===== config.mk =====
export PLATFORM = sky130hd
export DESIGN_NAME = sub_capture_text_parser
export DESIGN_NICKNAME = d
export VERILOG_FILES = /design/src/hdl/sctp_pkg.sv /design/src/hdl/sctp_step.sv /design/src/hdl/sctp_rqueue.sv /design/src/hdl/sub_capture_text_parser.sv
export SDC_FILE = /design/constraint.sdc
export NUM_CORES = 1
export LEC_CHECK = 0
export BUFFER_PORTS_ARGS = -buffer_cell sky130_fd_sc_hd__buf_2
export CORE_MARGIN = 5
export CORE_UTILIZATION = 55
export DETAILED_ROUTE_END_ITERATION = 8
export PLACE_DENSITY = 0.83
export SYNTH_ARGS = -nofsm -noshare
export SYNTH_HDL_FRONTEND = slang
export SYNTH_SLANG_ARGS = --single-unit

===== constraint.sdc =====
create_clock -name clk -period 10.9 [get_ports clk]
set_clock_uncertainty 0.1 [all_clocks]
set_input_delay 0.545 -clock clk [delete_from_list [all_inputs] [get_ports clk]]
set_output_delay 0.545 -clock clk [all_outputs]
set_load 0.02 [all_outputs]

===== src/hdl/sctp_pkg.sv =====
package sctp_pkg;

  localparam int LINE_LIMIT = 8192;
  localparam int LINE_W = $clog2(LINE_LIMIT);
  localparam int QUEUE_DEPTH = 4;
  localparam int QPTR_W = $clog2(QUEUE_DEPTH);
  localparam int MAX_RESULTS = 3;

  localparam logic [1:0] CFG_MAX_SEGMENTS = 2'd0;
  localparam logic [1:0] CFG_MAX_SEG_BITS = 2'd1;
  localparam logic [1:0] CFG_MAX_TOTAL_BITS = 2'd2;

  typedef enum logic [3:0] {
    KS_START, KS_MATCH, KS_FREQ, KS_TE, KS_BIT, KS_BITRAW, KS_HEX, KS_HEXSTOP, KS_IGNORE
  } key_state_t;

  typedef enum logic [1:0] {NP_WS, NP_SIGNED, NP_DIGITS, NP_DONE} num_phase_t;

  typedef enum logic [2:0] {
    RK_FREQ, RK_TE, RK_BIT, RK_DATA, RK_PAD, RK_SEG_END, RK_DONE
  } res_kind_t;

  typedef enum logic [1:0] {ST_OK, ST_TRUNC, ST_MISSING, ST_NODATA} status_t;

  typedef struct packed {
    logic [7:0]  max_segments;
    logic [15:0] max_bits_per_segment;
    logic [19:0] max_total_bits;
  } cfg_t;

  typedef struct packed {
    logic [2:0]  result_kind;
    logic [31:0] value;
    logic [7:0]  data_bits;
    logic [3:0]  bit_count;
    logic [7:0]  segment_index;
    logic [1:0]  status;
    logic        last;
  } result_t;

  // Key texts, indexed by key number and character position.
  function automatic logic [7:0] key_char(input logic [2:0] k, input logic [3:0] pos);
    logic [79:0] s;
    case (k)
      3'd0: s = "Frequency:";
      3'd1: s = {"TE:", 56'd0};
      3'd2: s = {"Bit:", 48'd0};
      3'd3: s = {"Bit_RAW:", 16'd0};
      3'd4: s = {"Data_RAW:", 8'd0};
      default: s = '0;
    endcase
    key_char = s[8'd79 - {pos, 3'd0} -: 8];
  endfunction

  function automatic logic [3:0] key_len(input logic [2:0] k);
    case (k)
      3'd0: key_len = 4'd10;
      3'd1: key_len = 4'd3;
      3'd2: key_len = 4'd4;
      3'd3: key_len = 4'd8;
      3'd4: key_len = 4'd9;
      default: key_len = 4'd0;
    endcase
  endfunction

  function automatic key_state_t key_target(input logic [2:0] k);
    case (k)
      3'd0: key_target = KS_FREQ;
      3'd1: key_target = KS_TE;
      3'd2: key_target = KS_BIT;
      3'd3: key_target = KS_BITRAW;
      default: key_target = KS_HEX;
    endcase
  endfunction

  function automatic result_t mk_res(input res_kind_t kd, input logic [31:0] v,
                                     input logic [7:0] d, input logic [3:0] cnt,
                                     input logic [7:0] seg, input status_t st);
    result_t r;
    r.result_kind = kd;
    r.value = v;
    r.data_bits = d;
    r.bit_count = cnt;
    r.segment_index = seg;
    r.status = st;
    r.last = 1'b0;
    mk_res = r;
  endfunction

endpackage


===== src/hdl/sctp_step.sv =====
module sctp_step (
  input  logic                  clk,
  input  logic                  rst,
  input  sctp_pkg::cfg_t        cfg,
  input  logic                  take,
  input  logic                  kind,
  input  logic [7:0]            character,
  output logic [1:0]            res_n,
  output sctp_pkg::result_t     res [sctp_pkg::MAX_RESULTS]
);
  import sctp_pkg::*;

  logic [LINE_W-1:0] line_length, line_length_next;
  logic line_overflow, line_overflow_next;
  key_state_t kstate, kstate_next;
  logic [4:0] cands, cands_next;
  logic [3:0] kpos, kpos_next;
  num_phase_t nphase, nphase_next;
  logic nsat, nsat_next;
  logic [31:0] acc, acc_next;
  logic neg, neg_next;
  logic [4:0] high_nibble, high_nibble_next;
  logic [15:0] bits_emitted, bits_emitted_next;
  logic [15:0] bit_limit, bit_limit_next;
  logic lfh, lfh_next;
  logic [31:0] pending_count, pending_count_next;
  logic pending_valid, pending_valid_next;
  logic seen_freq, seen_freq_next;
  logic seen_te, seen_te_next;
  logic [7:0] seg_count, seg_count_next;
  logic [19:0] bits_used, bits_used_next;
  logic trunc, trunc_next;

  always_comb begin
    logic [1:0] n;
    logic do_fin, do_match, done_key;
    logic [4:0] keep;
    logic [35:0] prod;
    logic [3:0] dig;
    logic [4:0] hv;
    logic [7:0] byte_v;
    logic [15:0] k16, len, lim;
    logic [19:0] remaining;
    logic [31:0] declared, v;
    status_t st;
    line_length_next = line_length;
    line_overflow_next = line_overflow;
    kstate_next = kstate;
    cands_next = cands;
    kpos_next = kpos;
    nphase_next = nphase;
    nsat_next = nsat;
    acc_next = acc;
    neg_next = neg;
    high_nibble_next = high_nibble;
    bits_emitted_next = bits_emitted;
    bit_limit_next = bit_limit;
    lfh_next = lfh;
    pending_count_next = pending_count;
    pending_valid_next = pending_valid;
    seen_freq_next = seen_freq;
    seen_te_next = seen_te;
    seg_count_next = seg_count;
    bits_used_next = bits_used;
    trunc_next = trunc;
    n = 2'd0;
    do_fin = 1'b0;
    do_match = 1'b0;
    done_key = 1'b0;
    keep = '0;
    prod = '0;
    dig = '0;
    hv = '0;
    byte_v = '0;
    k16 = '0;
    len = '0;
    lim = '0;
    remaining = '0;
    declared = '0;
    v = '0;
    st = ST_OK;
    for (int i = 0; i < MAX_RESULTS; i++) res[i] = '0;

    if (take) begin
      if (kind) begin
        do_fin = 1'b1;
      end else if (character == 8'h0A || character == 8'h0D) begin
        do_fin = 1'b1;
      end else if (!line_overflow &&
                   ({1'b0, line_length} + 1'b1) < (LINE_W+1)'(LINE_LIMIT)) begin
        line_length_next = line_length + 1'b1;
        case (kstate)
          KS_START: begin
            if (character != 8'h20 && character != 8'h09) begin
              kstate_next = KS_MATCH;
              cands_next = 5'h1F;
              kpos_next = 4'd0;
              do_match = 1'b1;
            end
          end
          KS_MATCH: do_match = 1'b1;
          KS_FREQ, KS_TE, KS_BIT, KS_BITRAW: begin
            if (character == 8'h00) begin
              nphase_next = NP_DONE;
            end else if (character >= "0" && character <= "9" && nphase != NP_DONE) begin
              dig = 4'(character - "0");
              nphase_next = NP_DIGITS;
              if (!nsat) begin
                prod = {1'b0, acc, 3'b0} + {3'b0, acc, 1'b0} + {32'b0, dig};
                if (prod[35:32] != 4'd0) begin
                  acc_next = 32'hFFFF_FFFF;
                  nsat_next = 1'b1;
                end else begin
                  acc_next = prod[31:0];
                end
              end
            end else if (nphase == NP_WS && (character == 8'h20 || character == 8'h09 ||
                         character == 8'h0B || character == 8'h0C)) begin
              nphase_next = NP_WS;
            end else if (nphase == NP_WS && (character == "+" || character == "-")) begin
              neg_next = (character == "-");
              nphase_next = NP_SIGNED;
            end else begin
              nphase_next = NP_DONE;
            end
          end
          KS_HEX: begin
            if (character >= "0" && character <= "9") hv = {1'b1, 4'(character - "0")};
            else if (character >= "a" && character <= "f") hv = {1'b1, 4'(character - "a" + 8'd10)};
            else if (character >= "A" && character <= "F") hv = {1'b1, 4'(character - "A" + 8'd10)};
            if (character == 8'h00) begin
              kstate_next = KS_HEXSTOP;
            end else if (hv[4]) begin
              if (!high_nibble[4]) begin
                high_nibble_next = hv;
              end else begin
                byte_v = {high_nibble[3:0], hv[3:0]};
                high_nibble_next = '0;
                if (bits_emitted >= bit_limit) begin
                  if (!lfh) trunc_next = 1'b1;
                end else begin
                  k16 = bit_limit - bits_emitted;
                  if (k16 > 16'd8) k16 = 16'd8;
                  if (k16 < 16'd8 && !lfh) trunc_next = 1'b1;
                  byte_v = byte_v & (8'hFF << (4'd8 - k16[3:0]));
                  res[n] = mk_res(RK_DATA, 32'd0, byte_v, k16[3:0], seg_count, ST_OK);
                  n = n + 1'b1;
                  bits_emitted_next = bits_emitted + k16;
                end
              end
            end
          end
          default: ;
        endcase

        // Advance the key matcher over all live candidates.
        if (do_match) begin
          for (int k = 0; k < 5; k++) begin
            if (cands_next[k] && kpos_next < key_len(3'(k)) &&
                key_char(3'(k), kpos_next) == character)
              keep[k] = 1'b1;
          end
          cands_next = keep;
          if (keep == 5'd0) begin
            kstate_next = KS_IGNORE;
          end else begin
            for (int k = 0; k < 5; k++) begin
              if (!done_key && keep[k] && key_len(3'(k)) == kpos_next + 1'b1) begin
                done_key = 1'b1;
                nphase_next = NP_WS;
                acc_next = '0;
                neg_next = 1'b0;
                nsat_next = 1'b0;
                if (key_target(3'(k)) == KS_HEX) begin
                  declared = pending_valid ? pending_count : 32'd0;
                  pending_valid_next = 1'b0;
                  pending_count_next = '0;
                  if (seg_count >= cfg.max_segments || bits_used >= cfg.max_total_bits) begin
                    trunc_next = 1'b1;
                    kstate_next = KS_IGNORE;
                  end else begin
                    remaining = cfg.max_total_bits - bits_used;
                    lim = cfg.max_bits_per_segment;
                    if (remaining < {4'd0, lim}) lim = remaining[15:0];
                    bits_emitted_next = '0;
                    high_nibble_next = '0;
                    if (declared != 32'd0) begin
                      lfh_next = 1'b1;
                      if (declared > {16'd0, lim}) begin
                        trunc_next = 1'b1;
                        declared = {16'd0, lim};
                      end
                      bit_limit_next = declared[15:0];
                      kstate_next = (declared[15:0] == 16'd0) ? KS_IGNORE : KS_HEX;
                    end else begin
                      lfh_next = 1'b0;
                      bit_limit_next = lim;
                      kstate_next = KS_HEX;
                    end
                  end
                end else begin
                  kstate_next = key_target(3'(k));
                end
              end
            end
            if (!done_key) kpos_next = kpos_next + 1'b1;
          end
        end
      end else begin
        line_overflow_next = 1'b1;
      end

      // Close the line: report or keep numbers, pad and segment end.
      if (do_fin) begin
        if (line_overflow) trunc_next = 1'b1;
        if (kstate == KS_FREQ || kstate == KS_TE || kstate == KS_BIT || kstate == KS_BITRAW) begin
          v = (!nsat && neg) ? (32'd0 - acc) : acc;
          case (kstate)
            KS_FREQ: begin
              res[n] = mk_res(RK_FREQ, v, 8'd0, 4'd0, 8'd0, ST_OK);
              n = n + 1'b1;
              seen_freq_next = 1'b1;
            end
            KS_TE: begin
              res[n] = mk_res(RK_TE, v, 8'd0, 4'd0, 8'd0, ST_OK);
              n = n + 1'b1;
              seen_te_next = 1'b1;
            end
            KS_BIT: begin
              res[n] = mk_res(RK_BIT, v, 8'd0, 4'd0, 8'd0, ST_OK);
              n = n + 1'b1;
            end
            default: begin
              pending_count_next = v;
              pending_valid_next = 1'b1;
            end
          endcase
        end else if (kstate == KS_HEX || kstate == KS_HEXSTOP) begin
          len = bits_emitted;
          if (lfh) begin
            if (bits_emitted < bit_limit) begin
              res[n] = mk_res(RK_PAD, {16'd0, bit_limit - bits_emitted}, 8'd0, 4'd0,
                              seg_count, ST_OK);
              n = n + 1'b1;
              trunc_next = 1'b1;
            end
            len = bit_limit;
          end
          if (len != 16'd0) begin
            res[n] = mk_res(RK_SEG_END, {16'd0, len}, 8'd0, 4'd0, seg_count, ST_OK);
            n = n + 1'b1;
            seg_count_next = seg_count + 1'b1;
            bits_used_next = bits_used + {4'd0, len};
          end
        end
        line_length_next = '0;
        line_overflow_next = 1'b0;
        kstate_next = KS_START;
        cands_next = '0;
        kpos_next = '0;
        nphase_next = NP_WS;
        nsat_next = 1'b0;
        acc_next = '0;
        neg_next = 1'b0;
        high_nibble_next = '0;
        bits_emitted_next = '0;
        bit_limit_next = '0;
        lfh_next = 1'b0;
      end

      // End of file: report status and drop back to the reset state.
      if (kind) begin
        if (!seen_freq_next || !seen_te_next) st = ST_MISSING;
        else if (seg_count_next == 8'd0) st = ST_NODATA;
        else if (trunc_next) st = ST_TRUNC;
        else st = ST_OK;
        res[n] = mk_res(RK_DONE, 32'd0, 8'd0, 4'd0, 8'd0, st);
        n = n + 1'b1;
        pending_count_next = '0;
        pending_valid_next = 1'b0;
        seen_freq_next = 1'b0;
        seen_te_next = 1'b0;
        seg_count_next = '0;
        bits_used_next = '0;
        trunc_next = 1'b0;
      end
    end
    res_n = n;
  end

  always_ff @(posedge clk) begin
    if (rst) begin
      line_length <= '0;
      line_overflow <= 1'b0;
      kstate <= KS_START;
      cands <= '0;
      kpos <= '0;
      nphase <= NP_WS;
      nsat <= 1'b0;
      acc <= '0;
      neg <= 1'b0;
      high_nibble <= '0;
      bits_emitted <= '0;
      bit_limit <= '0;
      lfh <= 1'b0;
      pending_count <= '0;
      pending_valid <= 1'b0;
      seen_freq <= 1'b0;
      seen_te <= 1'b0;
      seg_count <= '0;
      bits_used <= '0;
      trunc <= 1'b0;
    end else begin
      line_length <= line_length_next;
      line_overflow <= line_overflow_next;
      kstate <= kstate_next;
      cands <= cands_next;
      kpos <= kpos_next;
      nphase <= nphase_next;
      nsat <= nsat_next;
      acc <= acc_next;
      neg <= neg_next;
      high_nibble <= high_nibble_next;
      bits_emitted <= bits_emitted_next;
      bit_limit <= bit_limit_next;
      lfh <= lfh_next;
      pending_count <= pending_count_next;
      pending_valid <= pending_valid_next;
      seen_freq <= seen_freq_next;
      seen_te <= seen_te_next;
      seg_count <= seg_count_next;
      bits_used <= bits_used_next;
      trunc <= trunc_next;
    end
  end

endmodule


===== src/hdl/sctp_rqueue.sv =====
module sctp_rqueue (
  input  logic              clk,
  input  logic              rst,
  input  logic [1:0]        push_n,
  input  sctp_pkg::result_t push [sctp_pkg::MAX_RESULTS],
  output logic              room,
  output logic              out_valid,
  input  logic              out_stall,
  output sctp_pkg::result_t head
);
  import sctp_pkg::*;

  result_t mem [QUEUE_DEPTH];
  result_t entry_in [MAX_RESULTS];
  logic [QPTR_W-1:0] wptr, wptr_next, rptr, rptr_next;
  logic [QPTR_W:0] count, count_next;
  logic pop;

  assign out_valid = (count != '0);
  assign pop = out_valid && !out_stall;
  assign head = mem[rptr];
  // Hold off input unless a worst-case item still fits.
  assign room = (count <= (QPTR_W+1)'(QUEUE_DEPTH - MAX_RESULTS));

  always_comb begin
    wptr_next = wptr + QPTR_W'(push_n);
    rptr_next = rptr + QPTR_W'(pop);
    count_next = count + (QPTR_W+1)'(push_n) - (QPTR_W+1)'(pop);
  end

  // Mark the final result of the transaction before it is stored.
  always_comb begin
    for (int i = 0; i < MAX_RESULTS; i++) begin
      entry_in[i] = push[i];
      entry_in[i].last = (i == int'(push_n) - 1);
    end
  end

  always_ff @(posedge clk) begin
    for (int i = 0; i < MAX_RESULTS; i++) begin
      if (i < int'(push_n)) begin
        mem[wptr + QPTR_W'(i)] <= entry_in[i];
      end
    end
  end

  always_ff @(posedge clk) begin
    if (rst) begin
      wptr <= '0;
      rptr <= '0;
      count <= '0;
    end else begin
      wptr <= wptr_next;
      rptr <= rptr_next;
      count <= count_next;
    end
  end

endmodule


===== src/hdl/sub_capture_text_parser.sv =====
// Capture text parser.
// Input channel (in_valid/in_stall, kind, character): one text byte per
// transaction, or an end-of-file marker when kind is set. Output channel
// (out_valid/out_stall plus the result fields): decoded numbers, data bytes
// MSB first, zero pads, segment ends and a final done with the status.
// Configuration channel (cfg_valid/cfg_ready, cfg_index, cfg_data) sets the
// segment count, per-segment bit and total bit limits; cfg_ready is always
// high and writes should happen only while the parser is idle.
// Results are formed combinationally and written into the result queue.
// Throughput: one byte per cycle while in_stall is low; the per-byte state
// update is a single registered pass. A byte that closes a line or the file
// can yield up to three results, which drain from a four-entry queue at one
// per cycle while out_stall is low; input stalls unless three more fit.
// Reset restores the limit defaults and clears the parser to start of file.
// When the receiver stalls, the queue holds its head result steady and
// in_stall rises once the queue runs short of room.
module sub_capture_text_parser (
  input  logic        clk,
  input  logic        rst,
  input  logic        in_valid,
  output logic        in_stall,
  input  logic        kind,
  input  logic [7:0]  character,
  output logic        out_valid,
  input  logic        out_stall,
  output logic [2:0]  result_kind,
  output logic [31:0] value,
  output logic [7:0]  data_bits,
  output logic [3:0]  bit_count,
  output logic [7:0]  segment_index,
  output logic [1:0]  status,
  output logic        last,
  input  logic        cfg_valid,
  output logic        cfg_ready,
  input  logic [1:0]  cfg_index,
  input  logic [19:0] cfg_data
);
  import sctp_pkg::*;

  cfg_t cfg;
  logic take, room;
  logic [1:0] res_n;
  result_t res [MAX_RESULTS];
  result_t head;

  assign cfg_ready = 1'b1;

  // Limit registers; an unknown index is dropped.
  always_ff @(posedge clk) begin
    if (rst) begin
      cfg.max_segments <= 8'd16;
      cfg.max_bits_per_segment <= 16'd16384;
      cfg.max_total_bits <= 20'd65536;
    end else if (cfg_valid && cfg_ready) begin
      case (cfg_index)
        CFG_MAX_SEGMENTS:   cfg.max_segments <= cfg_data[7:0];
        CFG_MAX_SEG_BITS:   cfg.max_bits_per_segment <= cfg_data[15:0];
        CFG_MAX_TOTAL_BITS: cfg.max_total_bits <= cfg_data;
        default: ;
      endcase
    end
  end

  assign in_stall = !room;
  assign take = in_valid && !in_stall;

  sctp_step u_step (
    .clk(clk), .rst(rst), .cfg(cfg), .take(take), .kind(kind),
    .character(character), .res_n(res_n), .res(res)
  );

  sctp_rqueue u_queue (
    .clk(clk), .rst(rst), .push_n(res_n), .push(res), .room(room),
    .out_valid(out_valid), .out_stall(out_stall), .head(head)
  );

  assign result_kind = head.result_kind;
  assign value = head.value;
  assign data_bits = head.data_bits;
  assign bit_count = head.bit_count;
  assign segment_index = head.segment_index;
  assign status = head.status;
  assign last = head.last;

endmodule


======== Word-level counts from Yosys, hierarchy flattened ========
Memory sizes are Yosys's and may differ from the RTL's. A register that Yosys moved wholly into a read port is not among the register bits.
Cells that the tools add are included.
storage, ports and cells
  bits in latches ......................... 0
  output and inout port bits .............. 61
  bits in read-only memories .............. 0
  memories kept ........................... 1
  memory bits (writable) .................. 232
  flip-flop bits (word level) ............. 216
  logic and storage cells ................. 987
memory list
  memory       depth  width  read ports  clocked after memory_dff  write ports  RTL line           text
  u_queue.mem  4      58     1           1                         3            sctp_rqueue.sv:13  result_t mem [QUEUE_DEPTH];
cells by class
  bitwise logic cells ..................... 4
  shift-type cells ........................ 6
  reduce and logical (&&, ||, !) cells .... 86
  add/subtract/negate cells ............... 28
  order comparisons ....................... 34
  eq/ne operators ......................... 42
  multiply operators ...................... 0
  div/mod/pow operators ................... 0
  mux-type cells .......................... 760
operators with widths
  kind                                                 number
  two-way mux 16 bit                                   176
  two-way mux 174 bit                                  13
  two-way mux 80 bit                                   25
  two-way mux 32 bit                                   42
  bitwise mux 174 bit                                  6
  two-way mux 58 bit                                   11
  two-way mux 4 bit                                    136
  case mux 174 bit (3 select lines)                    1
  indexed part select 87 x 9 -> 8 bit                  5
  demux 58 bit (select 2 bit)                          3
  two-way mux 5 bit                                    50
  two-way mux 1 bit                                    236
  > comparator 32 x 16 -> 1 bit                        5
  two-way mux 20 bit                                   5
  two-way mux 2 bit                                    43
  zero test 16 bit                                     5
  two-way mux 57 bit                                   1
  two-way mux 13 bit                                   4
  two-way mux 8 bit                                    6
  equality test 8 x 4 -> 1 bit, second input constant  5
  equality test 8 bit                                  5
  adder 35 x 33 -> 36 bit                              1
  adder 36 x 4 -> 36 bit                               1
  equality test 4 x 3 -> 1 bit, second input constant  9
  74 further kinds                                     166

======== Longest topological paths before layout ========
  depth in word-level cells ............... 113
  depth in mapped cells ................... 31

======== Modules after synthesis ========
Synthesis repeated with hierarchy kept, for this count alone.
second synthesis, totals
  cells, all modules ...................... 4052
  area total of the unflattened synthesis .. 33995.1 µm²
modules (own cells, without submodules)
  module                   sequential area each (µm²)  cells each  instances  area each (µm²)
  sctp_step                3303.2                      2489        1          18751.7
  sctp_rqueue              7106.8                      1389        1          13391.6
  sub_capture_text_parser  880.8                       174         1          1851.8

======== Least setup slack after synthesis ========
No wires, ideal clock.
  path type ............................... input port to flip-flop
  from .................................... input character[1]
  to ...................................... memory u_queue.mem[0][0] (netlist name), enable pin
  setup slack ............................. 0.535 ns
  setup time .............................. 0.567 ns
  data arrival time ....................... 9.698 ns
  stages on the path ...................... 21
  cells stage by stage .................... clkbuf_1 > clkinv_1 > ha_1 > a2111oi_0 > o21ai_0 > a211oi_1 > and3_1 > o211ai_1 > clkbuf_1 > ha_1 > nand2b_1 > o21ai_0 > ha_1 > a211oi_1 > o21ai_0 > ha_1 > nand2b_1 > a21oi_2 > inv_1 > clkbuf_1 > a221oi_1
RTL lines
  what                RTL line                       text
  start: declaration  sub_capture_text_parser.sv:23  input logic [7:0] character,
  end: declaration    sctp_rqueue.sv:13

==> flow_metrics.tcl <==
set metrics [dict create \
    status "finished clean" \
    grt_usage_pct 30.2 \
    post-route-util_pct 60.9 \
    cts_tree "built" \
    first_global_vias 26000 \
    gp_congestion 1.03 \
    ys.flop_type "edfxtp_1" \
    cts.clk_slew.worst_paths_ns 0.06 \
    pin_count 97 \
    antenna_found_initial 0 \
    p_leak_uw 0.0131 \
    grt_max_degree 81 \
    max_stage_delay_ns 0.94 \
    cts-root-buf "clkbuf_16" \
    crit_path_end_kind "flip-flop" \
    yosysTopAreaCellShare_pct 22.7 \
    arrival_ns 8.78 \
    synth_top_area_cell "edfxtp_1" \
    pwr-share-clk_pct 39.6 \
    place_hpwl_um 69000 \
    drive_gt1_share_pct 9.93 \
    die_h_um 246 \
    crit_type "input pin to flip-flop" \
    clock_latency_ns 0.58 \
    yosys_warnings 0 \
    startpoint_type "input pin" \
    stdcell_area_mm2 0.0336 \
    place_area_mm2 0.0318 \
    fp.dieW_um 246 \
    cts_sinks 448 \
    numCtsBuffers 46 \
    swShare_pct 28.7 \
    setup_viol 0 \
    finalSetupTns_ns 0 \
    min_period_ns 8.56 \
    synthesis.area_mm2 0.0307 \
    dr.pass1.iters 9 \
    ir_drop_mv 0.238 \
    htree_levels 2 \
    syn2layout_area_growth_pct 9.42 \
    drt-initial-drc-count 3094 \
    power.density_mw_per_mm2 140 \
    grt.overflow.total 0 \
    syn_inst 3468 \
    coreArea_mm2 0.0552 \
    cp_max_fo 25 \
    fmax_mhz 117 \
    vias 27800 \
    rsz0062_at_grt "no" \
    yosys-top-cells-area "edfxtp_1 23%, dfxtp_1 14%, ha_1 8.4%" \
    cts_setup_buffers 0 \
    hold_path_class "input pin to flip-flop" \
    drc 0 \
    rows 86 \
    clock_path_buffers 3 \
    p_int_uw 3350 \
    port_buffers 95 \
    p_switching_uw 1350 \
    drv_slew 0 \
    path_cells "buf_2, clkinv_1, ha_1, a2111oi_0, o21ai_0, a211oi_1, and3_1, o211ai_1, buf_4, ha_1, nand2b_1, o21ai_0, ha_1, a211oi_1, o21ai_0, ha_1, nand2b_1, a21oi_2, inv_1, nor2_1, buf_4, and2_0, o21ai_0, and2_1" \
    cap_violations 0 \
    hold_buffers 0 \
    synth_seq_cells 448 \
    synth_edf_count 232 \
    ys_types 105 \
    syn_area_per_cell_um2 8.86 \
    hold_viol 0 \
    grt_pass1_wl_um 146000 \
    fin_crit_sh_pct 78.5 \
    cts_resized 0 \
    critPathSlowestCell "and2_0" \
    wirelength_um 94600 \
    ant_nets 0 \
    async_flop_share_pct 0 \
    worstPathRequired_ns 11.12 \
    dieArea_mm2 0.0607 \
    worstMarginPinSlew_ns 1.27 \
    avgViaCountPerCell 6.53 \
    comb_power_share_pct 20.8 \
    initial_core_util_pct 55.7 \
    fin_nets 3725 \
    wire_per_inst_um 22.2 \
    p_seq_share_pct 39.7 \
    maxSlewHeadroom_pct 15.0 \
    synth_seq_area_share_pct 36.8 \
]
state kept, by name, summed over array words and instances (netlist names), 3 cells and up:
register              flops
cfg                      44
u_queue.count             3
u_queue.mem             232
u_step.acc               32
u_step.bit_limit         16
u_step.bits_emitted      16
u_step.bits_used         20
u_step.cands              5
u_step.high_nibble        5
u_step.kpos               4
u_step.kstate             4
u_step.line_length       13
u_step.pending_count     32
u_step.seg_count          8
power by group through the flow:
stage	Clock (µW)	Combinational [µW]	Sequential, µW
2_1_floorplan	0	699	1880
3_3_place_gp	0	947	1900
3_5_place_dp	0	963	1900
4_1_cts	1860	969	1870
5_1_grt	1940	1040	1870
6_report	1860	977	1870
per-layer routing:
layer	wire, µm	global-route usage (%)	part of all wire (%)	vias to the layer above
met5	0	0	0	-
met4	5260	14.1	5.6	0
met3	9470	5.59	10	348
met2	43200	49.2	46	1618
met1	36700	39.1	39	13100
li1	-	-	-	12800
critical path: cells and delay by family:
family | cells | cell delay (ns)
AOI/OAI and AO/OA | 9 | 3.51
adders and majority gates | 4 | 1.21
buffers and inverters | 5 | 1.32
and+or+nand+nor | 6 | 2.15
per-stage QoR:
| step | hold slack [ns] | worst slack (ns) | total power, µW | instances |
|---|---|---|---|---|
| global placement | 0.345 | 2.29 | 2850 | 4176 |
| finish | 0.0885 | 2.34 | 4700 | 4263 |
| CTS | 0.0758 | 2.66 | 4700 | 4262 |
| floorplan | 0.329 | 0.535 | 2580 | 3476 |
| detailed placement | 0.347 | 2.07 | 2870 | 4176 |
| global route | 0.0940 | 1.83 | 4850 | 4262 |
cells by family after synthesis:
logic type / count (synthesis) / share of synthesized area, %
and+or+nand+nor: 1248 / 19.2
AOI/OAI and AO/OA: 968 / 20.7
DFF: 448 / 36.8
buffers and inverters: 336 / 4.35
adders and majority gates: 213 / 8.85
xor gates and xnor gates: 139 / 3.96
muxes: 114 / 6.11
other: 2 / 0.0244
layout by cell type, fill, tap and decap left out, drive strengths merged, types with 48 or more instances in the layout:
cell      n
and2     74
dfxtp   216
nand2   392
clkbuf   55
o21ai   218
mux4     58
nor3     78
ha      206
mux2i    49
nand3    58
inv     149
nor2    380
xor2     48
a21oi   307
edfxtp  232
buf     137
xnor2    91
layout make-up:
class                   count  area, µm²
multi-input cells        2692      18200
repair buffers            137        793
inverters                 151        567
flip-flops and latches    448      11300
clock inverters            31        517
diodes                      1       2.50
clock buffers              55       1280
fillers                  4618      21600
well taps                 748        936
path summary, 6_finish.rpt:
kind                           from           endpoint  slack [ns]  cells after the start
max reg2reg  u_step.bits_emitted[2]  u_queue.mem[0][3]        2.55                     24
max                    character[1]  u_queue.mem[0][3]        2.34                     24
min reg2reg                  cfg[0]             cfg[0]        0.36                      2
min                    cfg_data[16]            cfg[16]        0.09                      3
cell usage after synthesis, types with 45 or more instances:
master,n
and2_1,70
nand2_1,392
a21o_1,45
xnor2_1,91
clkbuf_1,147
ha_1,206
mux4_2,58
dfxtp_1,216
mux2i_1,49
xor2_1,48
nand3_1,56
inv_1,147
nor2_1,379
o21ai_0,215
a21oi_1,304
edfxtp_1,232
nor3_1,75
(Power assumes the default switching activity.)
